===== src/rtl/torq_pkg.sv =====
// Package: shared types, codes and parameter defaults for the request queue.
package torq_pkg;

    // Parameter defaults
    localparam int DEPTH_DEF      = 16;
    localparam int STAMP_BITS_DEF = 16;
    localparam int ID_BITS_DEF    = 8;

    // Opcodes carried on the input tuser
    localparam logic OP_INSERT = 1'b0;
    localparam logic OP_DELETE = 1'b1;

    // Result status codes
    typedef enum logic [1:0] {
        STATUS_OK        = 2'd0,
        STATUS_NOT_FOUND = 2'd1,
        STATUS_FULL      = 2'd2
    } torq_status_t;

    // Sequencer states
    typedef enum logic [1:0] {
        ST_IDLE,
        ST_WALK,
        ST_PLACE,
        ST_DONE
    } torq_state_t;

endpackage


===== src/rtl/timestamp_ordered_request_queue_core.sv =====
// Top level: timestamp-ordered request queue held in one RAM, walked entry by entry.
//
//  channel   dir  tdata (low bit up)                                   tuser
//  s_axis    in   proc_id, stamp                                       opcode
//  m_axis    out  status, head_valid, head_proc_id, head_stamp,        -
//                 entry_count
//
// Sequence: an insert walks down from the tail, moving each entry that orders after
//   the new one up a slot, then writes the new one; full or empty skips the walk. A
//   delete walks every held entry from the head; empty skips it. One RAM read a cycle.
// Reset: the count clears at once; the RAM is not cleared, slots past the count
//   are never read. No clearing pass.
// Stalls: a new item is taken while the last result waits on m_axis; the block
//   stalls at the end of an item only while that result is still untaken.
module timestamp_ordered_request_queue_core #(
    parameter int  DEPTH      = torq_pkg::DEPTH_DEF,
    parameter int  STAMP_BITS = torq_pkg::STAMP_BITS_DEF,
    parameter int  ID_BITS    = torq_pkg::ID_BITS_DEF,
    localparam int WW         = ID_BITS + STAMP_BITS,
    localparam int CW         = $clog2(DEPTH + 1),
    localparam int IN_W       = ((WW + 7) / 8) * 8,
    localparam int OUT_W      = ((3 + WW + CW + 7) / 8) * 8
) (
    input  logic             clk,
    input  logic             rst_n,
    input  logic             s_axis_tvalid,
    output logic             s_axis_tready,
    input  logic [IN_W-1:0]  s_axis_tdata,   // proc_id, stamp
    input  logic             s_axis_tuser,   // opcode
    output logic             m_axis_tvalid,
    input  logic             m_axis_tready,
    output logic [OUT_W-1:0] m_axis_tdata    // status, head_valid, head_proc_id,
                                             // head_stamp, entry_count
);

    import torq_pkg::*;

    localparam int AW = $clog2(DEPTH);

    // Entries are stored as {stamp, id}: an unsigned compare gives the queue order
    torq_state_t      state_reg, state_next;
    logic             op_reg, op_next;
    logic [WW-1:0]    key_reg, key_next;
    logic [AW-1:0]    idx_reg, idx_next;
    logic             found_reg, found_next;
    logic [CW-1:0]    count_reg, count_next;
    logic [WW-1:0]    head_reg, head_next;
    torq_status_t     status_reg, status_next;
    logic             out_valid_reg, out_valid_next;
    logic [OUT_W-1:0] out_data_reg, out_data_next;

    logic             wr_en;
    logic [AW-1:0]    wr_addr;
    logic [WW-1:0]    wr_data;
    logic             rd_en;
    logic [AW-1:0]    rd_addr;
    logic [WW-1:0]    rd_data;

    logic [WW-1:0]    in_key;
    logic             last_idx;
    logic             id_hit;
    logic             hit;
    logic             head_valid;

    torq_ram #(
        .WIDTH (WW),
        .DEPTH (DEPTH)
    ) u_ram (
        .clk     (clk),
        .wr_en   (wr_en),
        .wr_addr (wr_addr),
        .wr_data (wr_data),
        .rd_en   (rd_en),
        .rd_addr (rd_addr),
        .rd_data (rd_data)
    );

    assign in_key     = s_axis_tdata[WW-1:0];
    assign last_idx   = (CW'(idx_reg) == count_reg - CW'(1));
    assign id_hit     = (rd_data[ID_BITS-1:0] == key_reg[ID_BITS-1:0]);
    assign hit        = found_reg || id_hit;
    assign head_valid = (count_reg != '0);

    assign s_axis_tready = (state_reg == ST_IDLE);
    assign m_axis_tvalid = out_valid_reg;
    assign m_axis_tdata  = out_data_reg;

    // Sequencer: next state, RAM accesses and result bookkeeping
    always_comb
    begin
        state_next     = state_reg;
        op_next        = op_reg;
        key_next       = key_reg;
        idx_next       = idx_reg;
        found_next     = found_reg;
        count_next     = count_reg;
        head_next      = head_reg;
        status_next    = status_reg;
        out_valid_next = out_valid_reg;
        out_data_next  = out_data_reg;
        wr_en          = 1'b0;
        wr_addr        = '0;
        wr_data        = key_reg;
        rd_en          = 1'b0;
        rd_addr        = idx_reg;

        // Result taken downstream
        if (out_valid_reg && m_axis_tready)
        begin
            out_valid_next = 1'b0;
        end

        unique case (state_reg)
            ST_IDLE:
            begin
                if (s_axis_tvalid)
                begin
                    op_next    = s_axis_tuser;
                    key_next   = in_key;
                    found_next = 1'b0;
                    unique case (s_axis_tuser)
                        OP_INSERT:
                        begin
                            if (count_reg == CW'(DEPTH))
                            begin
                                status_next = STATUS_FULL;
                                state_next  = ST_DONE;
                            end
                            else if (count_reg == '0)
                            begin
                                // First entry goes straight into the head slot
                                wr_en       = 1'b1;
                                wr_addr     = '0;
                                wr_data     = in_key;
                                head_next   = in_key;
                                count_next  = CW'(1);
                                status_next = STATUS_OK;
                                state_next  = ST_DONE;
                            end
                            else
                            begin
                                // Walk down from the tail
                                rd_en      = 1'b1;
                                rd_addr    = AW'(count_reg - CW'(1));
                                idx_next   = AW'(count_reg - CW'(1));
                                state_next = ST_WALK;
                            end
                        end
                        OP_DELETE:
                        begin
                            if (count_reg == '0)
                            begin
                                status_next = STATUS_NOT_FOUND;
                                state_next  = ST_DONE;
                            end
                            else
                            begin
                                // Walk up from the head
                                rd_en      = 1'b1;
                                rd_addr    = '0;
                                idx_next   = '0;
                                state_next = ST_WALK;
                            end
                        end
                        default:
                        begin
                            state_next = ST_IDLE;
                        end
                    endcase
                end
            end

            ST_WALK:
            begin
                if (op_reg == OP_INSERT)
                begin
                    if (rd_data > key_reg)
                    begin
                        // Entry orders after the new one: move it up a slot
                        wr_en   = 1'b1;
                        wr_addr = idx_reg + AW'(1);
                        wr_data = rd_data;
                        if (idx_reg == '0)
                        begin
                            state_next = ST_PLACE;
                        end
                        else
                        begin
                            rd_en    = 1'b1;
                            rd_addr  = idx_reg - AW'(1);
                            idx_next = idx_reg - AW'(1);
                        end
                    end
                    else
                    begin
                        // Slot above this entry is free for the new one
                        wr_en       = 1'b1;
                        wr_addr     = idx_reg + AW'(1);
                        wr_data     = key_reg;
                        count_next  = count_reg + CW'(1);
                        status_next = STATUS_OK;
                        state_next  = ST_DONE;
                    end
                end
                else
                begin
                    found_next = hit;
                    // Past the deleted entry every entry moves down a slot
                    if (found_reg)
                    begin
                        wr_en   = 1'b1;
                        wr_addr = idx_reg - AW'(1);
                        wr_data = rd_data;
                        if (idx_reg == AW'(1))
                        begin
                            head_next = rd_data;
                        end
                    end
                    if (last_idx)
                    begin
                        status_next = hit ? STATUS_OK : STATUS_NOT_FOUND;
                        if (hit)
                        begin
                            count_next = count_reg - CW'(1);
                        end
                        state_next = ST_DONE;
                    end
                    else
                    begin
                        rd_en    = 1'b1;
                        rd_addr  = idx_reg + AW'(1);
                        idx_next = idx_reg + AW'(1);
                    end
                end
            end

            ST_PLACE:
            begin
                // New entry becomes the head
                wr_en       = 1'b1;
                wr_addr     = '0;
                wr_data     = key_reg;
                head_next   = key_reg;
                count_next  = count_reg + CW'(1);
                status_next = STATUS_OK;
                state_next  = ST_DONE;
            end

            ST_DONE:
            begin
                // Load the output register once it is free
                if (!out_valid_reg || m_axis_tready)
                begin
                    out_valid_next = 1'b1;
                    out_data_next  = OUT_W'({count_reg,
                                             head_valid ? head_reg : {WW{1'b0}},
                                             head_valid,
                                             status_reg});
                    state_next     = ST_IDLE;
                end
            end

            default:
            begin
                state_next = ST_IDLE;
            end
        endcase
    end

    // Control registers
    always_ff @(posedge clk or negedge rst_n)
    begin
        if (!rst_n)
        begin
            state_reg     <= ST_IDLE;
            count_reg     <= '0;
            out_valid_reg <= 1'b0;
            found_reg     <= 1'b0;
            op_reg        <= OP_INSERT;
            status_reg    <= STATUS_OK;
        end
        else
        begin
            state_reg     <= state_next;
            count_reg     <= count_next;
            out_valid_reg <= out_valid_next;
            found_reg     <= found_next;
            op_reg        <= op_next;
            status_reg    <= status_next;
        end
    end

    // Payload registers
    always_ff @(posedge clk)
    begin
        key_reg      <= key_next;
        idx_reg      <= idx_next;
        head_reg     <= head_next;
        out_data_reg <= out_data_next;
    end

endmodule


===== src/rtl/torq_ram.sv =====
// Generic simple dual-port RAM: one write port, one registered read port.
module torq_ram #(
    parameter int WIDTH = 8,
    parameter int DEPTH = 16,
    localparam int AW   = (DEPTH > 1) ? $clog2(DEPTH) : 1
) (
    input  logic             clk,
    input  logic             wr_en,
    input  logic [AW-1:0]    wr_addr,
    input  logic [WIDTH-1:0] wr_data,
    input  logic             rd_en,
    input  logic [AW-1:0]    rd_addr,
    output logic [WIDTH-1:0] rd_data
);

    logic [WIDTH-1:0] mem [DEPTH];

    // Write port, registered read port (old data on a collision)
    always_ff @(posedge clk)
    begin
        if (wr_en)
        begin
            mem[wr_addr] <= wr_data;
        end
        if (rd_en)
        begin
            rd_data <= mem[rd_addr];
        end
    end

endmodule


===== config.mk =====
export PLATFORM = sky130hd
export DESIGN_NAME = timestamp_ordered_request_queue_core
export DESIGN_NICKNAME = d
export VERILOG_FILES = /design/src/rtl/torq_pkg.sv /design/src/rtl/timestamp_ordered_request_queue_core.sv /design/src/rtl/torq_ram.sv
export SDC_FILE = /design/constraint.sdc
export NUM_CORES = 1
export LEC_CHECK = 0
export BUFFER_PORTS_ARGS = -buffer_cell sky130_fd_sc_hd__buf_4
export CAP_MARGIN = 10
export CORE_UTILIZATION = 23
export CTS_CLUSTER_SIZE = 24
export DETAILED_ROUTE_END_ITERATION = 7
export GPL_ROUTABILITY_DRIVEN = 0
export MAX_ROUTING_LAYER = met4
export PLACE_DENSITY_LB_ADDON = 0.12
export RECOVER_POWER = 100
export SKIP_LAST_GASP = 1
export SLEW_MARGIN = 10
export SYNTH_ARGS = -nofsm -noshare
export SYNTH_HDL_FRONTEND = slang
export SYNTH_SLANG_ARGS = --single-unit

===== constraint.sdc =====
create_clock -name clk -period 5.2 [get_ports clk]
set_input_delay 1.04 -clock clk [delete_from_list [all_inputs] [get_ports clk]]
set_output_delay 1.04 -clock clk [all_outputs]
set_load 0.02 [all_outputs]

==> impl_metrics.py, run 1 <==
metrics = {
    "timing": {
        "setup_violations": 0,
        "final_max_slew_viol_count": 141,
        "max-slew-margin-rel_pct": -54.2,
        "final.period_utilization_pct": 90.3,
        "max_freq_ghz": 0.213,
        "finalCriticalPeriod_ns": 4.70,
        "worst_tran_pin_value_ns": 2.31,
        "total_negative_setup_slacks_ns": 0,
        "rsz0062_at_grt": "no",
        "skew_ns": 0.0232,
        "hold_violation_count_in_the_final_report": 0,
    },
    "grt": {
        "largest_net_degree_at_the_start_of_global_routing": 101,
        "grt_pass1_wl_um": 115000,
        "antenna_found_initial": 3,
        "grt_util_all_layers_pct": 15.5,
        "grt_pass1_vias": 16000,
        "globalRouteOverflowTotal": 0,
    },
    "logic_synthesis": {
        "yosys_warnings": 0,
        "yosysTopAreaCell": "edfxtp_1",
        "synthFlopType": "edfxtp_1",
        "synth_seq_area_share_pct": 63.7,
        "synthCells": 1803,
        "synth_enable_flop_cells": 488,
        "synth.area.top_cells": "edfxtp_1 62%, o2111ai_1 11%, mux2_2 2.4%",
        "yosysTopAreaCellShare_pct": 62.1,
        "postSynthAreaPerCell_um2": 13.1,
        "syn_nets": 1866,
        "postSynth.asyncResetShare_pct": 2.38,
        "synthesis.area_um2": 23600,
        "number_of_unique_standard_cell_types_used_by_synthesis": 66,
        "synth.ff_latch_count": 504,
    },
    "cts": {
        "cts-root-to-sink-buffers": 3,
        "ctsResizeCount": 0,
        "clk-insertion-delay-late_ns": 0.65,
        "ctsHtreeMaxLevel": 2,
        "cts.root.buffer_cell": "clkbuf_16",
        "clk_pin_slew_worst_paths_ns": 0.06,
        "postCtsHoldBufs": 0,
        "clock_sinks": 504,
        "cts_buffers": 58,
        "post-cts-setup-buffers": 0,
        "cts_tree": "yes",
    },
    "setup_path": {
        "timing.critical_path.fanout_max": 33,
        "start_kind": "flip-flop",
        "setup.worst_path.class": "flip-flop to flip-flop",
        "endpoint_kind": "flip-flop",
        "cp_data_arrival_time_ns": 4.97,
        "crit_required_ns": 5.48,
    },
    "status": {
        "failing_checks": "capacitance limit, slew limit",
        "run_status": "finished with violations",
    },
    "finish": {
        "largest_register_ffs": 384,
        "fillers": 10500,
        "area_used_by_multi_input_combinational_logic_um2": 7340,
        "area_taken_by_flip_flops_and_latches_um2": 15000,
        "final_layout_size_suffix_gt1_share_pct": 12.6,
        "layout.nets": 1893,
        "diodes": 0,
        "area_growth_syn_to_layout_pct": 16.0,
        "most-common-layout-cells": "488 x edfxtp_1, 289 x o2111ai_1, 136 x inv_1, 106 x nand2_1, 92 x a21oi_1",
        "layout_commonest_cell": "edfxtp_1",
        "max_flop_register": "u_ram.mem",
    },
    "route": {
        "drt_wl_total_um": 78900,
        "vias": 16100,
        "post_route_drc": 0,
        "wire_per_inst_um": 24.3,
        "dr.first_iter.drc_count": 1141,
        "drt-vias-per-instance": 4.96,
        "drt-pass1-iter-count": 5,
        "route.antenna.remaining_nets": 0,
    },
    "floorplanning": {
        "num_rows": 117,
        "floorplan.die.width_um": 322,
        "chipHeight_um": 322,
        "start_util_pct": 23.2,
        "die-area_um2": 104000,
        "core_um2": 102000,
        "io-pin-count": 63,
    },
    "placed_design": {
        "place_hpwl_um": 44600,
        "numPortBuffers": 62,
    },
    "job": {
        "max-cap-violations": 6,
    },
    "hold_path": {
        "hp-class": "input port to async pin",
    },
}
-- final cells by class --
type,count,share of cell area (%)
clock buffer,64,5.39
inverter,138,1.89
multi-input combinational,984,26.8
tap,1368,6.25
clock inverter,43,1.56
timing repair buffer,144,3.15
sequential,504,54.9
-- critical path, stage by stage, from the launching register on --
cell	delay [ns]
dfrtp_1	0.42
inv_1	0.11
ha_1	0.49
clkbuf_1	1.34
nor2_2	0.11
a22oi_1	0.26
o221a_1	0.34
inv_2	0.06
clkbuf_2	0.60
o2111ai_1	0.28
nand4_1	0.31
-- cell usage after synthesis (5+ instances only) --
master / count
o2111ai_1: 289
mux2_2: 50
inv_1: 138
dfrtp_1: 12
buf_2: 30
a22oi_1: 26
nor3_1: 6
nand2b_1: 5
o21ai_0: 72
nand3_1: 10
nand4_1: 30
a21oi_1: 92
buf_6: 12
nand2_1: 107
clkbuf_1: 130
mux2_1: 49
mux2i_1: 6
and2_1: 28
nor2_1: 62
a31oi_1: 26
ha_1: 34
edfxtp_1: 488
a2bb2oi_1: 24
xnor2_1: 5
-- stage by stage --
step | setup WS (ns) | instance area [µm²] | instances | hold WS, ns | utilization, %
floorplan | 0.798 | 23600 | 1803 | 0.420 | -
global placement | 0.796 | 25900 | 3138 | 0.452 | 25.4
detailed placement | 0.755 | 25900 | 3138 | 0.450 | 25.4
CTS | 0.751 | 27800 | 3245 | 0.207 | 27.3
global route | 0.261 | 27400 | 3245 | 0.464 | 26.9
finish | 0.505 | 27400 | 3245 | 0.430 | 26.9
-- routing by layer --
metal	share of wire [%]	global-route usage, %	vias up
met4	2.2	4.41	0
met2	47	24.7	456
met3	4.6	2.14	110
met5	0	-	-
li1	-	-	7274
met1	46	20.6	8260
-- cells by family (layout without fill, tap and decap cells) --
kind of cell / after synthesis / after routing / share of synthesized area (%)
buffers and inverters: 315 / 389 / 5.59
adders and majority gates: 34 / 34 / 1.80
xor gates and xnor gates: 9 / 9 / 0.334
muxes: 106 / 106 / 5.08
and+or+nand+nor: 272 / 272 / 5.46
AOI/OAI and AO/OA: 563 / 563 / 18.0
DFF: 504 / 504 / 63.7
-- path summary, 6_finish.rpt --
check	cells past startpoint	startpoint	slack [ns]	end
worst max-delay path	10	state_reg[1]	0.50	u_ram.rd_data[21]
worst min-delay path	1	rst_n	0.43	state_reg[1]
worst max register to register	10	state_reg[1]	0.50	u_ram.rd_data[21]
worst min register to register	0	status_reg[1]	0.46	m_axis_tdata[1]
max in group asynchronous	1	rst_n	4.32	count_reg[0]
min in group clk	0	status_reg[1]	0.46	m_axis_tdata[1]
Power of run 1 is not shown: default switching activity piles up to over one toggle a cycle in this logic, so the estimate is an artifact.
==> inputs of run 2 (changes only) <==
- PLACE_DENSITY_LB_ADDON: 0.12 -> 0.25
==> impl_metrics.py, run 2 (synthesis gave the netlist of run 1 again) <==
metrics = {
    "status": {
        "failing_checks": "capacitance limit, slew limit",
        "run_status": "finished with violations",
    },
    "timing": {
        "setup_violations": 0,
        "skew_ns": 0.0380,
        "hold_violation_count_in_the_final_report": 0,
        "total_negative_setup_slacks_ns": 0,
        "max-slew-margin-rel_pct": -72.7,
        "worst_tran_pin_value_ns": 2.59,
        "final.period_utilization_pct": 89.3,
        "finalCriticalPeriod_ns": 4.65,
        "rsz0062_at_grt": "no",
        "final_max_slew_viol_count": 156,
        "max_freq_ghz": 0.215,
    },
    "cts": {
        "postCtsHoldBufs": 0,
        "cts_tree": "yes",
        "clk_pin_slew_worst_paths_ns": 0.06,
        "cts.root.buffer_cell": "clkbuf_16",
        "post-cts-setup-buffers": 0,
        "ctsResizeCount": 0,
        "clk-insertion-delay-late_ns": 0.64,
        "ctsHtreeMaxLevel": 2,
        "clock_sinks": 504,
        "cts-root-to-sink-buffers": 3,
        "cts_buffers": 55,
    },
    "floorplanning": {
        "die-area_um2": 104000,
        "core_um2": 102000,
        "floorplan.die.width_um": 322,
        "chipHeight_um": 322,
        "start_util_pct": 23.2,
        "num_rows": 117,
        "io-pin-count": 63,
    },
    "setup_path": {
        "rr_startpoint": "count_reg[0]",
        "setup.worst_path.class": "flip-flop to flip-flop",
        "endpoint_kind": "flip-flop",
        "critical-path-slowest-cell": "inv_1",
        "timing.critical_path.fanout_max": 28,
        "slowest_delay_ns": 0.75,
        "ordered_list_of_cells_on_the_worst_path": "inv_1, ha_1, nor3b_1, nand2_1, buf_4, nand2_1, nand2_1, o21ai_0, nand2_1, o2111a_2, inv_1, clkbuf_2, o2111ai_1, nand4_1",
        "crit_required_ns": 5.64,
        "start_kind": "flip-flop",
        "cpMostUsedCell": "nand2_1",
        "cp_data_arrival_time_ns": 5.09,
        "critPathLaunch": "count_reg[0]",
    },
    "placed_design": {
        "placed_cells": 3131,
        "numPortBuffers": 62,
        "place_hpwl_um": 38700,
    },
    "route": {
        "dr.first_iter.drc_count": 1371,
        "drt_wl_total_um": 73300,
        "route.antenna.remaining_nets": 0,
        "drt-vias-per-instance": 4.96,
        "wire_per_inst_um": 22.7,
        "drt-pass1-iter-count": 6,
        "post_route_drc": 0,
        "vias": 16000,
    },
    "finish": {
        "layout.nets": 1883,
        "final_layout_size_suffix_gt1_share_pct": 11.8,
        "max_flop_register": "u_ram.mem",
        "area_growth_syn_to_layout_pct": 15.2,
        "fin_cells": 3232,
        "most-common-layout-cells": "488 x edfxtp_1, 289 x o2111ai_1, 137 x inv_1, 107 x nand2_1, 92 x a21oi_1",
        "layout_commonest_cell": "edfxtp_1",
        "largest_register_ffs": 384,
    },
    "job": {
        "max-cap-violations": 8,
    },
    "grt": {
        "largest_net_degree_at_the_start_of_global_routing": 148,
        "grt_util_all_layers_pct": 14.3,
        "grt_pass1_wl_um": 108000,
        "antenna_found_initial": 0,
        "globalRouteOverflowTotal": 0,
        "grt_pass1_vias": 16000,
    },
    "hold_path": {
        "hp-class": "flip-flop to flip-flop",
        "hold_path_start": "status_reg[1]",
    },
}
run 2: changes by cell type in the layout (fill, tap and decap cells not counted), sizes merged:
cell      change
clkbuf       +10
diode         +1
buf          -17
clkinvlp      +1
bufinv        -1
inv           -2
clkinv        -5
run 2: worst paths after layout:
path | depth (start not counted) | slack (ns) | to
min in group asynchronous | 1 | 0.48 | count_reg[4]
worst min-delay path | 0 | 0.46 | m_axis_tdata[1]
max in group asynchronous | 1 | 4.24 | count_reg[3]
worst max-delay path | 14 | 0.55 | u_ram.rd_data[8]
worst max register to register | 14 | 0.55 | u_ram.rd_data[8]
worst min register to register | 0 | 0.46 | m_axis_tdata[1]
run 2: layout make-up:
class / count / area, µm²
Tap cell: 1368 / 1710
Antenna cell: 1 / 2.50
Timing Repair Buffer: 137 / 773
Clock buffer: 64 / 1410
Clock inverter: 36 / 387
Multi-Input combinational cell: 984 / 7350
Inverter: 138 / 518
Fill cell: 10400 / 74600
Sequential cell: 504 / 15000
run 2: critical path: cells and delay by family (launching register included):
kind | cells | cell delay (ns)
compound gates | 3 | 0.52
fa+ha+maj | 1 | 0.40
buf+inv | 4 | 1.70
flops | 1 | 0.47
simple gates | 6 | 1.39
run 2: per-stage QoR:
step / worst slack, ns / hold slack (ns) / area (µm²) / util (%)
final: 0.554 / 0.456 / 27200 / 26.7
after global routing: 0.240 / 0.482 / 27200 / 26.7
after CTS: 0.717 / 0.240 / 27600 / 27.1
after detailed placement: 0.712 / 0.446 / 25800 / 25.4
after global placement: 0.768 / 0.447 / 25800 / 25.4
after floorplan: 0.798 / 0.420 / 23600 / -
run 2: per-layer routing:
metal	vias up	global-route usage, %	share of wire (%)
met2	575	23.1	48
li1	7229	-	-
met4	0	3.89	2.2
met5	-	-	0
met1	8107	18.5	44
met3	117	2.30	6.3
Power of run 2 is left out for the same reason.
==> inputs of run 3 (changes only) <==
- CORE_UTILIZATION: 23 -> 50
- CTS_CLUSTER_DIAMETER: not set -> 150
- PLACE_DENSITY: not set -> 0.64
- PLACE_DENSITY_LB_ADDON: 0.25 -> not set
==> impl_metrics.py, run 3 (synthesis gave the netlist of run 1 again) <==
metrics = {
    "finish": {
        "layout_commonest_cell": "edfxtp_1",
        "most-common-layout-cells": "488 x edfxtp_1, 290 x o2111ai_1, 136 x inv_1, 107 x nand2_1, 92 x a21oi_1",
        "area_growth_syn_to_layout_pct": 6.60,
        "fillers": 3862,
        "max_flop_register": "u_ram.mem",
        "final_layout_size_suffix_gt1_share_pct": 9.52,
        "area_taken_by_flip_flops_and_latches_um2": 15000,
        "largest_register_ffs": 384,
        "layout.nets": 1861,
        "area_used_by_multi_input_combinational_logic_um2": 7310,
        "layout.cell_area.non_filler_um2": 25100,
    },
    "grt": {
        "grt_pass1_vias": 15400,
        "globalRouteOverflowTotal": 0,
        "antenna_found_initial": 3,
        "grt.met3_usage_pct": 4.23,
        "met2_layer_usage_reported_by_global_route_pct": 43.0,
        "globalRoute.busiestLayer": "met2",
        "grt_util_all_layers_pct": 27.2,
        "grt_pass1_wl_um": 95400,
        "met1_track_demand_over_resource_pct": 36.1,
        "largest_net_degree_at_the_start_of_global_routing": 97,
    },
    "setup_path": {
        "reg2reg_setup_slack_ns": 0.38,
        "crit-reg2reg-capture": "u_ram.rd_data[18]",
        "rr_startpoint": "state_reg[1]",
        "timing.critical_path.fanout_max": 40,
        "crit_required_ns": 5.57,
        "start_kind": "flip-flop",
        "setup.worst_path.class": "flip-flop to flip-flop",
        "cp_data_arrival_time_ns": 5.18,
        "endpoint_kind": "flip-flop",
        "worstRegToRegCells": 10,
    },
    "hold_path": {
        "hold_path_start": "status_reg[1]",
        "hold-path-cell-count": 0,
        "hold_endpoint": "m_axis_tdata[1]",
        "hp-class": "flip-flop to flip-flop",
    },
    "floorplanning": {
        "num_rows": 79,
        "floorplan.die.width_um": 219,
        "io-pin-count": 63,
        "core_um2": 46600,
        "die-area_um2": 48000,
        "chipHeight_um": 219,
        "start_util_pct": 50.7,
    },
    "cts": {
        "clk_pin_slew_worst_paths_ns": 0.09,
        "cts-root-to-sink-buffers": 3,
        "cts_tree": "yes",
        "post-cts-setup-buffers": 0,
        "ctsHtreeMaxLevel": 1,
        "cts.root.buffer_cell": "clkbuf_16",
        "clk-insertion-delay-late_ns": 0.58,
        "clock_sinks": 504,
        "postCtsHoldBufs": 0,
        "ctsResizeCount": 0,
        "cts_buffers": 24,
    },
    "timing": {
        "final_max_slew_viol_count": 381,
        "max_freq_ghz": 0.208,
        "final.period_utilization_pct": 92.6,
        "setup_violations": 0,
        "max-slew-margin-rel_pct": -40.1,
        "hold_violation_count_in_the_final_report": 0,
        "total_negative_setup_slacks_ns": 0,
        "skew_ns": 0.0208,
        "worst_tran_pin_value_ns": 2.10,
        "rsz0062_at_grt": "no",
        "finalCriticalPeriod_ns": 4.82,
    },
    "job": {
        "max-cap-violations": 17,
    },
    "placed_design": {
        "dpl_cell_area_um2": 24900,
        "numPortBuffers": 62,
        "place_hpwl_um": 36500,
    },
    "route": {
        "drt-pass1-iter-count": 6,
        "dr.first_iter.drc_count": 2167,
        "drt-vias-per-instance": 6.72,
        "route.antenna.remaining_nets": 0,
        "drt_wl_total_um": 64300,
        "wire_per_inst_um": 26.6,
        "post_route_drc": 0,
        "vias": 16200,
    },
    "status": {
        "run_status": "finished with violations",
        "failing_checks": "capacitance limit, slew limit",
    },
}
==> run 3: cell types whose count changed in the layout (fill, tap and decap cells not counted), sizes merged <==
cell / delta
diode: +1
clkinv: -24
buf: +18
clkbuf: -39
inv: -1
clkinvlp: -5
bufinv: -6
==> run 3: stage by stage <==
| step | std cells | util, % | hold slack, ns | setup WS, ns |
|---|---|---|---|---|
| global placement | 2379 | 53.5 | 0.434 | 0.797 |
| floorplan | 1803 | - | 0.420 | 0.798 |
| global route | 2415 | 54.0 | 0.486 | 0.172 |
| finish | 2415 | 54.0 | 0.460 | 0.383 |
| CTS | 2413 | 54.9 | 0.278 | 0.647 |
| detailed placement | 2379 | 53.5 | 0.435 | 0.671 |
==> run 3: how the worst max path moves through the flow <==
stage,from,endpoint,slack (ns),cells after the start
after floorplan,count_reg[0],head_reg[0],0.80,9
after detailed placement,count_reg[0],u_ram.rd_data[18],0.67,13
after CTS,count_reg[0],u_ram.rd_data[18],0.65,13
final,state_reg[1],u_ram.rd_data[18],0.38,10
after global routing,state_reg[1],u_ram.rd_data[19],0.17,11
after global placement,count_reg[0],u_ram.rd_data[18],0.80,13
==> run 3: critical path: stages, from the launching register on <==
cell,delay [ns]
dfrtp_1,0.43
inv_1,0.11
ha_1,0.61
clkbuf_1,1.17
nor2_1,0.16
buf_4,0.32
a22oi_1,0.26
o221a_2,0.42
buf_4,0.57
o2111ai_1,0.20
nand4_1,0.31
==> run 3: layer usage <==
metal	part of all wire, %	vias up
li1	-	7141
met1	41	8080
met2	47	877
met3	8.5	131
met4	3.1	0
met5	0	-
==> run 3: layout make-up <==
type	instances	share of cell area [%]
Antenna cell	2	0.0199
Tap cell	607	3.02
Timing Repair Buffer	146	3.40
Inverter	138	2.06
Sequential cell	504	59.8
Multi-Input combinational cell	984	29.1
Clock buffer	34	2.62
Power of run 3 is left out for the same reason.
